<file path="src/rtl/core/slcp_pkg.sv">
// shared types, character codes and helpers of the slcan command line parser
package slcp_pkg;

   // frame layout
   localparam logic [4:0] STD_ID_NIBBLES = 5'd3;
   localparam logic [4:0] EXT_ID_NIBBLES = 5'd8;
   localparam int         MAX_DATA_BYTES = 8;
   localparam logic [4:0] POS_MAX        = 5'd31;
   localparam logic [7:0] LIMIT_RESET    = 8'd9;

   // ascii codes
   localparam logic [7:0] CHAR_ZERO = 8'h30;  // '0'
   localparam logic [7:0] CHAR_UA   = 8'h41;  // 'A'
   localparam logic [7:0] CHAR_LA   = 8'h61;  // 'a'
   localparam logic [7:0] CHAR_UO   = 8'h4F;  // 'O'
   localparam logic [7:0] CHAR_UC   = 8'h43;  // 'C'
   localparam logic [7:0] CHAR_US   = 8'h53;  // 'S'
   localparam logic [7:0] CHAR_UM   = 8'h4D;  // 'M'
   localparam logic [7:0] CHAR_LM   = 8'h6D;  // 'm'
   localparam logic [7:0] CHAR_UV   = 8'h56;  // 'V'
   localparam logic [7:0] CHAR_UE   = 8'h45;  // 'E'
   localparam logic [7:0] CHAR_UT   = 8'h54;  // 'T'
   localparam logic [7:0] CHAR_LT   = 8'h74;  // 't'
   localparam logic [7:0] CHAR_UR   = 8'h52;  // 'R'
   localparam logic [7:0] CHAR_LR   = 8'h72;  // 'r'

   // command kinds
   localparam logic [2:0] KIND_OPEN      = 3'd0;
   localparam logic [2:0] KIND_CLOSE     = 3'd1;
   localparam logic [2:0] KIND_BITRATE   = 3'd2;
   localparam logic [2:0] KIND_MODE      = 3'd3;
   localparam logic [2:0] KIND_AUTORETRY = 3'd4;
   localparam logic [2:0] KIND_VERSION   = 3'd5;
   localparam logic [2:0] KIND_ERROR_RPT = 3'd6;
   localparam logic [2:0] KIND_TRANSMIT  = 3'd7;

   // line state as seen after the last byte is folded in
   typedef struct packed {
      logic [4:0]  position;
      logic [7:0]  letter;
      logic [31:0] id_acc;
      logic [7:0]  length_code;
      logic [63:0] data_store;
      logic [7:0]  first_arg;
   } line_state_type;

   // one result
   typedef struct packed {
      logic        status;
      logic [2:0]  command_kind;
      logic        extended_id;
      logic        remote_frame;
      logic [31:0] identifier;
      logic [3:0]  data_length;
      logic [63:0] payload;
      logic [7:0]  argument;
   } rsp_data_type;

   // unchecked hex digit conversion, mod 256
   function automatic logic [7:0] to_nibble(input logic [7:0] c);
      logic [7:0] r;
      if (c >= CHAR_LA)
         r = c - CHAR_LA + 8'd10;
      else if (c >= CHAR_UA)
         r = c - CHAR_UA + 8'd10;
      else
         r = c - CHAR_ZERO;
      return r;
   endfunction

   // extended identifier frame letters
   function automatic logic is_extended(input logic [7:0] letter);
      return (letter == CHAR_UT) || (letter == CHAR_UR);
   endfunction

endpackage

</file>
<file path="src/rtl/core/slcp_if.sv">
// request and response channel interfaces of the slcan command line parser
interface slcp_req_if;
   logic       valid;
   logic       ready;
   logic [7:0] char_byte;
   logic       line_end;

   modport source (output valid, output char_byte, output line_end, input ready);
   modport sink   (input valid, input char_byte, input line_end, output ready);
endinterface

interface slcp_rsp_if;
   logic        valid;
   logic        ready;
   logic        status;
   logic [2:0]  command_kind;
   logic        extended_id;
   logic        remote_frame;
   logic [31:0] identifier;
   logic [3:0]  data_length;
   logic [63:0] payload;
   logic [7:0]  argument;

   modport source (output valid, output status, output command_kind, output extended_id,
                   output remote_frame, output identifier, output data_length,
                   output payload, output argument, input ready);
   modport sink   (input valid, input status, input command_kind, input extended_id,
                   input remote_frame, input identifier, input data_length,
                   input payload, input argument, output ready);
endinterface

</file>
<file path="src/rtl/core/slcp_finish.sv">
// result decode of a completed command line
module slcp_finish (
   input  slcp_pkg::line_state_type line_state,
   input  logic [7:0]               limit,
   output slcp_pkg::rsp_data_type   rsp_data
);

   logic       ext;
   logic [4:0] idn;
   logic [4:0] got;
   logic [4:0] missing;
   logic [6:0] shamt;
   logic [3:0] dlc;
   logic [63:0] mask;

   // identifier alignment for short lines
   always_comb begin
      ext     = slcp_pkg::is_extended(line_state.letter);
      idn     = ext ? slcp_pkg::EXT_ID_NIBBLES : slcp_pkg::STD_ID_NIBBLES;
      got     = (line_state.position < idn) ? line_state.position : idn;
      missing = idn - got;
      shamt   = {missing, 2'b00};
      dlc     = line_state.length_code[3:0];
      for (int b = 0; b < 8; b++) begin
         mask[8*b +: 8] = (4'(b) < dlc) ? 8'hFF : 8'h00;
      end
   end

   // command decode
   always_comb begin
      rsp_data = '0;
      unique case (line_state.letter) inside
         slcp_pkg::CHAR_UO: begin
            rsp_data.command_kind = slcp_pkg::KIND_OPEN;
         end
         slcp_pkg::CHAR_UC: begin
            rsp_data.command_kind = slcp_pkg::KIND_CLOSE;
         end
         slcp_pkg::CHAR_US: begin
            rsp_data.command_kind = slcp_pkg::KIND_BITRATE;
            rsp_data.argument     = line_state.first_arg;
            rsp_data.status       = (line_state.first_arg >= limit);
         end
         slcp_pkg::CHAR_LM, slcp_pkg::CHAR_UM: begin
            rsp_data.command_kind = slcp_pkg::KIND_MODE;
            rsp_data.argument     = {7'd0, line_state.first_arg == 8'd1};
         end
         slcp_pkg::CHAR_LA, slcp_pkg::CHAR_UA: begin
            rsp_data.command_kind = slcp_pkg::KIND_AUTORETRY;
            rsp_data.argument     = {7'd0, line_state.first_arg == 8'd1};
         end
         slcp_pkg::CHAR_UV: begin
            rsp_data.command_kind = slcp_pkg::KIND_VERSION;
         end
         slcp_pkg::CHAR_UE: begin
            rsp_data.command_kind = slcp_pkg::KIND_ERROR_RPT;
         end
         slcp_pkg::CHAR_LT, slcp_pkg::CHAR_UT, slcp_pkg::CHAR_LR, slcp_pkg::CHAR_UR: begin
            rsp_data.command_kind = slcp_pkg::KIND_TRANSMIT;
            rsp_data.extended_id  = ext;
            rsp_data.remote_frame = (line_state.letter == slcp_pkg::CHAR_LR) ||
                                    (line_state.letter == slcp_pkg::CHAR_UR);
            rsp_data.identifier   = line_state.id_acc << shamt;
            if (line_state.length_code > 8'(slcp_pkg::MAX_DATA_BYTES)) begin
               rsp_data.status = 1'b1;
            end else begin
               rsp_data.data_length = dlc;
               rsp_data.payload     = line_state.data_store & mask;
            end
         end
         default: begin
            rsp_data.status = 1'b1;
         end
      endcase
   end

endmodule

</file>
<file path="src/rtl/core/slcan_command_line_parser.sv">
// top level of the slcan ascii command line parser
// Takes one command byte per cycle, letter first, with line_end on the last byte,
// and gives one response per line. A request goes through an input register, its
// byte is folded into the line state, and the result for the last byte of a line
// is taken into the response register. The only stall is a line-end byte meeting
// a response register that has not been taken yet.
module slcan_command_line_parser (
   input  logic        clock,
   input  logic        reset,
   slcp_req_if.sink    req_chan,
   slcp_rsp_if.source  rsp_chan,
   input  logic        csr_wr_en,
   input  logic [7:0]  csr_wr_data
);

   logic        s1_valid_ff, s1_valid_in;
   logic [7:0]  s1_char_ff;
   logic        s1_end_ff;
   logic        s1_advance;
   logic        s1_fire;
   logic        req_fire;

   logic [7:0]  limit_ff;
   logic [4:0]  pos_ff, pos_in;
   logic [7:0]  letter_ff, letter_in;
   logic [31:0] id_ff, id_in;
   logic [7:0]  length_ff, length_in;
   logic [63:0] data_ff, data_in;
   logic [7:0]  high_ff, high_in;
   logic [7:0]  first_ff, first_in;

   logic [7:0]  nib;
   logic [4:0]  idn;
   logic [4:0]  k;
   logic [2:0]  j;
   logic [7:0]  new_byte;

   slcp_pkg::line_state_type upd_state;
   slcp_pkg::rsp_data_type   fin_data;
   slcp_pkg::rsp_data_type   rsp_data_ff;
   logic                     rsp_valid_ff, rsp_valid_in;

   // handshake
   assign s1_advance     = !s1_end_ff || !rsp_valid_ff || rsp_chan.ready;
   assign s1_fire        = s1_valid_ff && s1_advance;
   assign req_chan.ready = !s1_valid_ff || s1_advance;
   assign req_fire       = req_chan.valid && req_chan.ready;
   assign s1_valid_in    = req_fire ? 1'b1 : (s1_fire ? 1'b0 : s1_valid_ff);

   // input register
   always_ff @(posedge clock) begin
      if (reset) begin
         s1_valid_ff <= 1'b0;
      end else begin
         s1_valid_ff <= s1_valid_in;
      end
      if (req_fire) begin
         s1_char_ff <= req_chan.char_byte;
         s1_end_ff  <= req_chan.line_end;
      end
   end

   // fold the byte into the line state
   always_comb begin
      nib       = slcp_pkg::to_nibble(s1_char_ff);
      idn       = slcp_pkg::is_extended(letter_ff) ? slcp_pkg::EXT_ID_NIBBLES
                                                   : slcp_pkg::STD_ID_NIBBLES;
      k         = pos_ff - idn - 5'd2;
      j         = k[3:1];
      new_byte  = k[0] ? ({high_ff[3:0], 4'b0000} + nib) : {nib[3:0], 4'b0000};
      letter_in = letter_ff;
      id_in     = id_ff;
      length_in = length_ff;
      data_in   = data_ff;
      high_in   = high_ff;
      first_in  = first_ff;
      if (pos_ff == 5'd0) begin
         letter_in = s1_char_ff;
      end else begin
         if (pos_ff == 5'd1) begin
            first_in = nib;
         end
         if (pos_ff <= idn) begin
            id_in = {id_ff[27:0], 4'b0000} + {24'd0, nib};
         end else if (pos_ff == idn + 5'd1) begin
            length_in = nib;
         end else if (k < 5'(2 * slcp_pkg::MAX_DATA_BYTES)) begin
            if (!k[0]) begin
               high_in = nib;
            end
            for (int b = 0; b < slcp_pkg::MAX_DATA_BYTES; b++) begin
               if (j == 3'(b)) begin
                  data_in[8*b +: 8] = new_byte;
               end
            end
         end
      end
      pos_in = (pos_ff < slcp_pkg::POS_MAX) ? pos_ff + 5'd1 : pos_ff;
   end

   // line state as the result sees it
   always_comb begin
      upd_state.position    = pos_ff;
      upd_state.letter      = letter_in;
      upd_state.id_acc      = id_in;
      upd_state.length_code = length_in;
      upd_state.data_store  = data_in;
      upd_state.first_arg   = first_in;
   end

   slcp_finish u_finish (
      .line_state (upd_state),
      .limit      (limit_ff),
      .rsp_data   (fin_data)
   );

   // line state registers, cleared at the end of each line
   always_ff @(posedge clock) begin
      if (reset) begin
         pos_ff    <= '0;
         letter_ff <= '0;
         id_ff     <= '0;
         length_ff <= '0;
         data_ff   <= '0;
         high_ff   <= '0;
         first_ff  <= '0;
      end else if (s1_fire) begin
         if (s1_end_ff) begin
            pos_ff    <= '0;
            letter_ff <= '0;
            id_ff     <= '0;
            length_ff <= '0;
            data_ff   <= '0;
            high_ff   <= '0;
            first_ff  <= '0;
         end else begin
            pos_ff    <= pos_in;
            letter_ff <= letter_in;
            id_ff     <= id_in;
            length_ff <= length_in;
            data_ff   <= data_in;
            high_ff   <= high_in;
            first_ff  <= first_in;
         end
      end
   end

   // bitrate limit register
   always_ff @(posedge clock) begin
      if (reset) begin
         limit_ff <= slcp_pkg::LIMIT_RESET;
      end else if (csr_wr_en) begin
         limit_ff <= csr_wr_data;
      end
   end

   // response register
   assign rsp_valid_in = (s1_fire && s1_end_ff) ? 1'b1
                                                : (rsp_chan.ready ? 1'b0 : rsp_valid_ff);

   always_ff @(posedge clock) begin
      if (reset) begin
         rsp_valid_ff <= 1'b0;
      end else begin
         rsp_valid_ff <= rsp_valid_in;
      end
      if (s1_fire && s1_end_ff) begin
         rsp_data_ff <= fin_data;
      end
   end

   // response channel
   assign rsp_chan.valid        = rsp_valid_ff;
   assign rsp_chan.status       = rsp_data_ff.status;
   assign rsp_chan.command_kind = rsp_data_ff.command_kind;
   assign rsp_chan.extended_id  = rsp_data_ff.extended_id;
   assign rsp_chan.remote_frame = rsp_data_ff.remote_frame;
   assign rsp_chan.identifier   = rsp_data_ff.identifier;
   assign rsp_chan.data_length  = rsp_data_ff.data_length;
   assign rsp_chan.payload      = rsp_data_ff.payload;
   assign rsp_chan.argument     = rsp_data_ff.argument;

endmodule

</file>
<file path="src/flat_wrapper.sv">
// flat-port wrapper written by rule: the top's interface ports become plain ports
module slcan_command_line_parser_flat 
  (clock, reset, csr_wr_en, csr_wr_data, req_chan_valid, req_chan_char_byte, req_chan_line_end, req_chan_ready, rsp_chan_valid, rsp_chan_status, rsp_chan_command_kind, rsp_chan_extended_id, rsp_chan_remote_frame, rsp_chan_identifier, rsp_chan_data_length, rsp_chan_payload, rsp_chan_argument, rsp_chan_ready);
  slcp_req_if req_chan_i ();
  slcp_rsp_if rsp_chan_i ();
  input  logic clock;
  input  logic reset;
  input  logic csr_wr_en;
  input  logic [7:0] csr_wr_data;
  input wire logic [$bits(req_chan_i.valid)-1:0] req_chan_valid;
  input wire logic [$bits(req_chan_i.char_byte)-1:0] req_chan_char_byte;
  input wire logic [$bits(req_chan_i.line_end)-1:0] req_chan_line_end;
  output wire logic [$bits(req_chan_i.ready)-1:0] req_chan_ready;
  output wire logic [$bits(rsp_chan_i.valid)-1:0] rsp_chan_valid;
  output wire logic [$bits(rsp_chan_i.status)-1:0] rsp_chan_status;
  output wire logic [$bits(rsp_chan_i.command_kind)-1:0] rsp_chan_command_kind;
  output wire logic [$bits(rsp_chan_i.extended_id)-1:0] rsp_chan_extended_id;
  output wire logic [$bits(rsp_chan_i.remote_frame)-1:0] rsp_chan_remote_frame;
  output wire logic [$bits(rsp_chan_i.identifier)-1:0] rsp_chan_identifier;
  output wire logic [$bits(rsp_chan_i.data_length)-1:0] rsp_chan_data_length;
  output wire logic [$bits(rsp_chan_i.payload)-1:0] rsp_chan_payload;
  output wire logic [$bits(rsp_chan_i.argument)-1:0] rsp_chan_argument;
  input wire logic [$bits(rsp_chan_i.ready)-1:0] rsp_chan_ready;
  assign req_chan_i.valid = req_chan_valid;
  assign req_chan_i.char_byte = req_chan_char_byte;
  assign req_chan_i.line_end = req_chan_line_end;
  assign req_chan_ready = req_chan_i.ready;
  assign rsp_chan_valid = rsp_chan_i.valid;
  assign rsp_chan_status = rsp_chan_i.status;
  assign rsp_chan_command_kind = rsp_chan_i.command_kind;
  assign rsp_chan_extended_id = rsp_chan_i.extended_id;
  assign rsp_chan_remote_frame = rsp_chan_i.remote_frame;
  assign rsp_chan_identifier = rsp_chan_i.identifier;
  assign rsp_chan_data_length = rsp_chan_i.data_length;
  assign rsp_chan_payload = rsp_chan_i.payload;
  assign rsp_chan_argument = rsp_chan_i.argument;
  assign rsp_chan_i.ready = rsp_chan_ready;
  slcan_command_line_parser u_core (.clock(clock), .reset(reset), .req_chan(req_chan_i), .rsp_chan(rsp_chan_i), .csr_wr_en(csr_wr_en), .csr_wr_data(csr_wr_data));
endmodule
</file>
<file path="config.mk">
export PLATFORM = sky130hd
export DESIGN_NAME = slcan_command_line_parser_flat
export DESIGN_NICKNAME = d
export VERILOG_FILES = /design/src/rtl/core/slcp_pkg.sv /design/src/rtl/core/slcp_if.sv /design/src/rtl/core/slcp_finish.sv /design/src/rtl/core/slcan_command_line_parser.sv /design/src/flat_wrapper.sv
export SDC_FILE = /design/constraint.sdc
export NUM_CORES = 1
export LEC_CHECK = 0
export ABC_AREA = 1
export BUFFER_PORTS_ARGS = -buffer_cell sky130_fd_sc_hd__buf_2
export CAP_MARGIN = 0
export CORE_AREA = 3 3 213 215
export CTS_CLUSTER_SIZE = 40
export DETAILED_ROUTE_END_ITERATION = 16
export DIE_AREA = 0 0 216 218
export PLACE_DENSITY = 0.5
export RECOVER_POWER = 25
export REMOVE_ABC_BUFFERS = 1
export SLEW_MARGIN = 20
export SYNTH_ARGS = -nofsm -noshare
export SYNTH_HDL_FRONTEND = slang
export SYNTH_HIERARCHICAL = 1
export SYNTH_SLANG_ARGS = --single-unit
</file>
<file path="constraint.sdc">
create_clock -name clock -period 4.6 [get_ports clock]
set_input_delay 0.92 -clock clock [delete_from_list [all_inputs] [get_ports clock]]
set_output_delay 0.92 -clock clock [all_outputs]
set_load 0.05 [all_outputs]
</file>
==> flow_metrics.tcl, run 1 <==
set metrics [dict create \
    wl_per_cell_um 16.6 \
    maxCapViolations 3 \
    setup_violations 0 \
    globalplace.congestion 0.876 \
    synth_warnings 6 \
    ys.flop_type "dfxtp_1" \
    antenna_cells 0 \
    core-area_mm2 0.0439 \
    finalCriticalPeriod_ns 4.30 \
    drc 0 \
    rrSetupSlack_ns 0.30 \
    syn_to_final_growth_pct 16.6 \
    clock-skew-final_ns 0.0270 \
    grt_util_all_layers 0.184 \
    grt_max_degree 84 \
    holdCritStartpoint "u_core/limit_ff[3]$_SDFFE_PP1P_" \
    pin_count 138 \
    clockBufferDepth 3 \
    io_buffers 137 \
    cp-startpoint "u_core/pos_ff[1]$_SDFFE_PP0P_" \
    ir_worst_vdd_v 0.000263 \
    drt_iter0_markers 947 \
    async_flop_share 0 \
    yosysTopAreaCell "edfxtp_1" \
    post-synth-top-count-cell "nand2_1" \
    rows 77 \
    grt_pass1_vias 12600 \
    violations "max-capacitance violations, max-slew violations" \
    seq_area_mm2 0.00648 \
    final_core_util 0.403 \
    firstDrtPassIters 7 \
    num_vias 13400 \
    clk_pin_slew_ns 0.06 \
    holdWs_ns 0.465 \
    crit_path_end_kind "register" \
    dp_hpwl_um 31200 \
    start_kind "register" \
    hold_viol 0 \
    crit_arrival_ns 4.66 \
    multi_input_area_mm2 0.00762 \
    slew_viol_final 158 \
    synth_area_mm2 0.0152 \
    cts_htree_levels 1 \
    worstRegToRegCells 31 \
    p_per_area_mw_per_mm2 310 \
    clock_sinks 262 \
    timing.rr.start "u_core/pos_ff[1]$_SDFFE_PP0P_" \
    hold_path_class "reg2reg" \
    fp.dieW_um 216 \
    synth_edf_count 123 \
    clock_latency_ns 0.60 \
    grt-ovfl-total 0 \
    setup_ws_ns 0.297 \
    crit_fanout 14 \
    rr_endpoint "u_core/rsp_chan.identifier[31]$_DFFE_PP_" \
    crit_top_cell "nand2_1" \
    fmax_mhz 232 \
    fin_tns_setup_ns 0 \
    syn_inst 1957 \
    synthTopCellsByArea "edfxtp_1, dfxtp_1, nand2_1, a21oi_1, nand3_1" \
    status "finished with violations" \
    layout-drive-gt1-share 0.128 \
    fin_area_mm2 0.0177 \
    place_area_mm2 0.0166 \
    synth_commonest_cells "nand2_1, inv_1, a21oi_1, dfxtp_1, nand3_1" \
    hold_buffers 0 \
    ys_types 55 \
    grt_setup_unrepaired "false" \
    endpoint "u_core/rsp_chan.identifier[31]$_DFFE_PP_" \
    power_mw 5.48 \
    critPathKind "reg2reg" \
    placed_cells 2646 \
    grt_first_pass_wirelength_um 70200 \
    ant_nets 0 \
    max_stage_delay_ns 0.48 \
    synth_seq_area_share 0.427 \
    avgSynthCellArea_um2 7.75 \
    dieArea_mm2 0.0471 \
    leakagePower_nw 6.54 \
    cts_buffers 31 \
    antenna_found_initial 0 \
    period_share 0.935 \
    required_ns 4.96 \
    fill_cells 4656 \
    nNetsFinal 2166 \
    crit_slowest_cell "fa_2" \
    cts_tree "yes" \
    clockRootBuffer "clkbuf_16" \
    worstMarginPinSlew_ns 2.31 \
    fin_cells 2719 \
    drt-vias-per-instance 4.94 \
    slew_headroom -0.537 \
    fp.dieH_um 218 \
    ys_ff_latch 262 \
    floorplan.initialDensity 0.345 \
    finalWirelength_um 45200 \
    pre_cts_slack_ns -0.0644 \
    synth_top_area_frac 0.243 \
]
==> worst min path at each step <==
stage                                             endpoint  cells past startpoint
after global placement     u_core/data_ff[30]$_SDFFE_PP0P_                      2
after detailed placement  u_core/length_ff[6]$_SDFFE_PP0P_                      2
after CTS                 u_core/length_ff[6]$_SDFFE_PP0P_                      2
final                      u_core/limit_ff[3]$_SDFFE_PP1P_                      2
after floorplan            u_core/limit_ff[3]$_SDFFE_PP1P_                      2
after global routing       u_core/data_ff[12]$_SDFFE_PP0P_                      2
==> cells by family (layout without fill, tap and decap cells) <==
group                      Yosys count  count (layout)  synth area share
AOI/OAI and AO/OA                  342             342             0.130
xor gates and xnor gates            23              23            0.0155
adders and majority gates           42              42            0.0366
buffers and inverters              275             444            0.0775
DFF                                262             262             0.427
muxes                                1               1          0.000742
and+or+nand+nor                   1012            1013             0.313
==> where the power goes <==
part	switching, mW	internal, mW	leakage (nW)
Clock	1.04	1.36	0.474
Sequential	0.0233	2.47	2.29
Combinational	0.445	0.133	3.77
Total	1.51	3.97	6.54
==> placed cells by master, fill, tap and decap left out, types with 9 or more instances in the layout <==
| cell | n |
|---|---|
| o21ai_2 | 9 |
| o21a_1 | 46 |
| clkinv_1 | 12 |
| nand2_2 | 17 |
| nor2_4 | 10 |
| nor3b_1 | 57 |
| a21oi_1 | 162 |
| buf_2 | 48 |
| nand3_1 | 136 |
| and2_1 | 25 |
| nor2_2 | 17 |
| clkbuf_1 | 94 |
| dfxtp_1 | 139 |
| nand4_1 | 21 |
| nand3_2 | 11 |
| nor2_1 | 128 |
| o21ai_0 | 48 |
| inv_2 | 9 |
| o211ai_1 | 35 |
| o21ai_1 | 28 |
| clkbuf_16 | 33 |
| buf_4 | 60 |
| nand2_1 | 544 |
| xor2_1 | 15 |
| inv_1 | 163 |
| edfxtp_1 | 123 |
| nor3_1 | 10 |
| ha_1 | 35 |
==> critical path, delay by kind of cell (launching register included) <==
family	cells	cell delay [ns]
adder cells (fa/ha/maj)	4	1.16
buffers and inverters	7	0.65
AO/OA/AOI/OAI	3	0.28
AND/OR/NAND/NOR	16	1.30
flip-flops	1	0.31
multiplexers	1	0.35
==> registers in the layout (all words and copies together), names as in the netlist, 5 cells and up <==
signal / cells
u_core/data_ff: 64
u_core/rsp_chan.payload: 64
u_core/id_ff: 32
u_core/rsp_chan.identifier: 32
u_core/first_ff: 8
u_core/length_ff: 8
u_core/letter_ff: 8
u_core/limit_ff: 8
u_core/rsp_chan.argument: 8
u_core/s1_char_ff: 8
u_core/pos_ff: 5
==> layer usage <==
metal / vias up / global-route usage / part of all wire
li1: 6789 / - / -
met1: 6252 / 0.264 / 0.47
met2: 331 / 0.297 / 0.45
met3: 64 / 0.0265 / 0.051
met4: 0 / 0.0427 / 0.021
met5: - / 0 / 0
==> timing repair <==
item                                    in CTS  in global routing
resized for setup                            0                 24
setup buffers                                2                  9
pin swaps                                    0                  2
gates cloned                                 0                  3
endpoints found under the setup margin      10                 59
==> layout make-up <==
cell class | count | area share
well taps | 592 | 0.0419
flip-flops and latches | 262 | 0.366
repair buffers | 205 | 0.0662
multi-input cells | 1421 | 0.431
inverters | 181 | 0.0392
clock inverters | 22 | 0.0101
clock buffers | 36 | 0.0455
(Power assumes the default switching activity.)
==> inputs of run 2 (changes only) <==
Settings changed: REMOVE_ABC_BUFFERS 1 to unset, TNS_END_PERCENT set to 50.
==> flow_metrics.tcl, run 2 (synthesized netlist as in run 1, its figures left out) <==
set metrics [dict create \
    finalWirelength_um 45200 \
    floorplan.initialDensity 0.345 \
    period_share 0.939 \
    clockRootBuffer "clkbuf_16" \
    antenna_found_initial 0 \
    p_sw_frac 0.269 \
    fin_tns_setup_ns 0 \
    fp.dieH_um 218 \
    clock_sinks 262 \
    fp.dieW_um 216 \
    finalCriticalPeriod_ns 4.32 \
    drt-vias-per-instance 4.93 \
    hold_buffers 0 \
    crit_arrival_ns 4.63 \
    crit_fanout 16 \
    crit_top_cell "nand2_2" \
    cts_htree_levels 1 \
    setup_violations 0 \
    cts_tree "yes" \
    drc 0 \
    cts_buffers 30 \
    power_frac_seq 0.460 \
    fmax_mhz 232 \
    leakagePower_nw 6.81 \
    core-area_mm2 0.0439 \
    start_kind "register" \
    wl_per_cell_um 16.6 \
    final_cell_mix "nand2_1, a21oi_1, inv_1" \
    dieArea_mm2 0.0471 \
    final_core_util 0.405 \
    fill_cells 4543 \
    hold_viol 0 \
    p_switching_mw 1.46 \
    grt_util_all_layers 0.184 \
    clk_pin_slew_ns 0.06 \
    p_clk_frac 0.430 \
    grt_pass1_vias 12500 \
    io_buffers 137 \
    p_comb_frac 0.111 \
    crit_path_end_kind "register" \
    layout-drive-gt1-share 0.171 \
    crit_slowest_cell "fa_2" \
    maxCapViolations 2 \
    required_ns 4.91 \
    worstMarginPinSlew_ns 1.98 \
    slew_viol_final 77 \
    clockBufferDepth 3 \
    violations "max-capacitance violations, max-slew violations" \
    firstDrtPassIters 5 \
    synthesis.nets 2021 \
    dp_hpwl_um 31500 \
    drt_iter0_markers 914 \
    layout_commonest_cell "nand2_1" \
    syn_to_final_growth_pct 17.3 \
    p_per_area_mw_per_mm2 304 \
    globalplace.congestion 0.884 \
    ant_nets 0 \
    grt-ovfl-total 0 \
    max_stage_delay_ns 0.38 \
    clock-skew-final_ns 0.0170 \
    num_vias 13400 \
    status "finished with violations" \
    rows 77 \
    antenna_cells 0 \
    clock_latency_ns 0.58 \
    p_int_mw 3.96 \
    hold_path_class "reg2reg" \
    grt_first_pass_wirelength_um 69400 \
    nNetsFinal 2168 \
    slew_headroom -0.318 \
    pin_count 138 \
    ir_worst_vdd_v 0.000214 \
    grt_max_degree 75 \
    critPathKind "reg2reg" \
]
==> run 2: power by group through the flow <==
stage | Clock [mW] | Combinational (mW) | Sequential, mW
after floorplan | 0 | 0.296 | 2.62
after global placement | 0 | 0.587 | 2.54
after detailed placement | 0 | 0.589 | 2.54
after CTS | 2.41 | 0.590 | 2.49
after global routing | 2.50 | 0.647 | 2.50
final | 2.33 | 0.599 | 2.49
==> run 2: final timing paths <==
kind                                             endpoint  depth (start not counted)                             from  slack (ns)
hold reg to reg           u_core/data_ff[52]$_SDFFE_PP0P_                          2  u_core/data_ff[52]$_SDFFE_PP0P_        0.46
setup reg to reg  u_core/rsp_chan.identifier[7]$_DFFE_PP_                         29    u_core/pos_ff[0]$_SDFFE_PP0P_        0.28
setup / recovery  u_core/rsp_chan.identifier[7]$_DFFE_PP_                         29    u_core/pos_ff[0]$_SDFFE_PP0P_        0.28
hold / removal            u_core/data_ff[52]$_SDFFE_PP0P_                          2  u_core/data_ff[52]$_SDFFE_PP0P_        0.46
==> run 2: cell type report <==
class	count	area, µm²	share of cell area
well taps	592	741	0.0416
repair buffers	207	1330	0.0746
clock buffers	41	812	0.0456
flip-flops and latches	262	6480	0.364
clock inverters	15	134	0.00752
multi-input cells	1422	7620	0.428
inverters	181	693	0.0389
==> run 2: timing repair <==
| action | CTS | global route |
|---|---|---|
| hold endpoints to repair | 0 | 0 |
| setup endpoints to repair | 0 | 93 |
| gates resized for setup | 0 | 28 |
| buffers inserted | 0 | 5 |
==> run 2: worst max-delay path, delay by kind of cell, from the launching register on <==
kind	cells	cell delay [ns]
simple gates	14	1.29
flops	1	0.30
buf+inv	8	0.97
xor+xnor	1	0.19
compound gates	2	0.31
fa+ha+maj	4	1.00
==> run 2: stage by stage <==
stage / worst slack (ns) / std cells / hold WS, ns / cell area (µm²) / power, mW
after floorplan: 0.0402 / 1957 / 0.429 / 15200 / 2.92
after global placement: 0.0923 / 2654 / 0.447 / 16700 / 3.13
after detailed placement: 0.0291 / 2655 / 0.454 / 16700 / 3.13
after CTS: 0.0123 / 2711 / 0.464 / 17600 / 5.50
after global routing: -0.0308 / 2720 / 0.482 / 17800 / 5.65
final: 0.282 / 2720 / 0.462 / 17800 / 5.42
==> run 2: per-layer routing <==
layer | vias to the layer above | global-route usage | wire length (µm)
met5 | - | 0 | 0
met4 | 0 | 0.0602 | 1280
met3 | 69 | 0.0248 | 2080
met2 | 286 | 0.300 | 20700
met1 | 6247 | 0.253 | 21200
li1 | 6802 | - | -
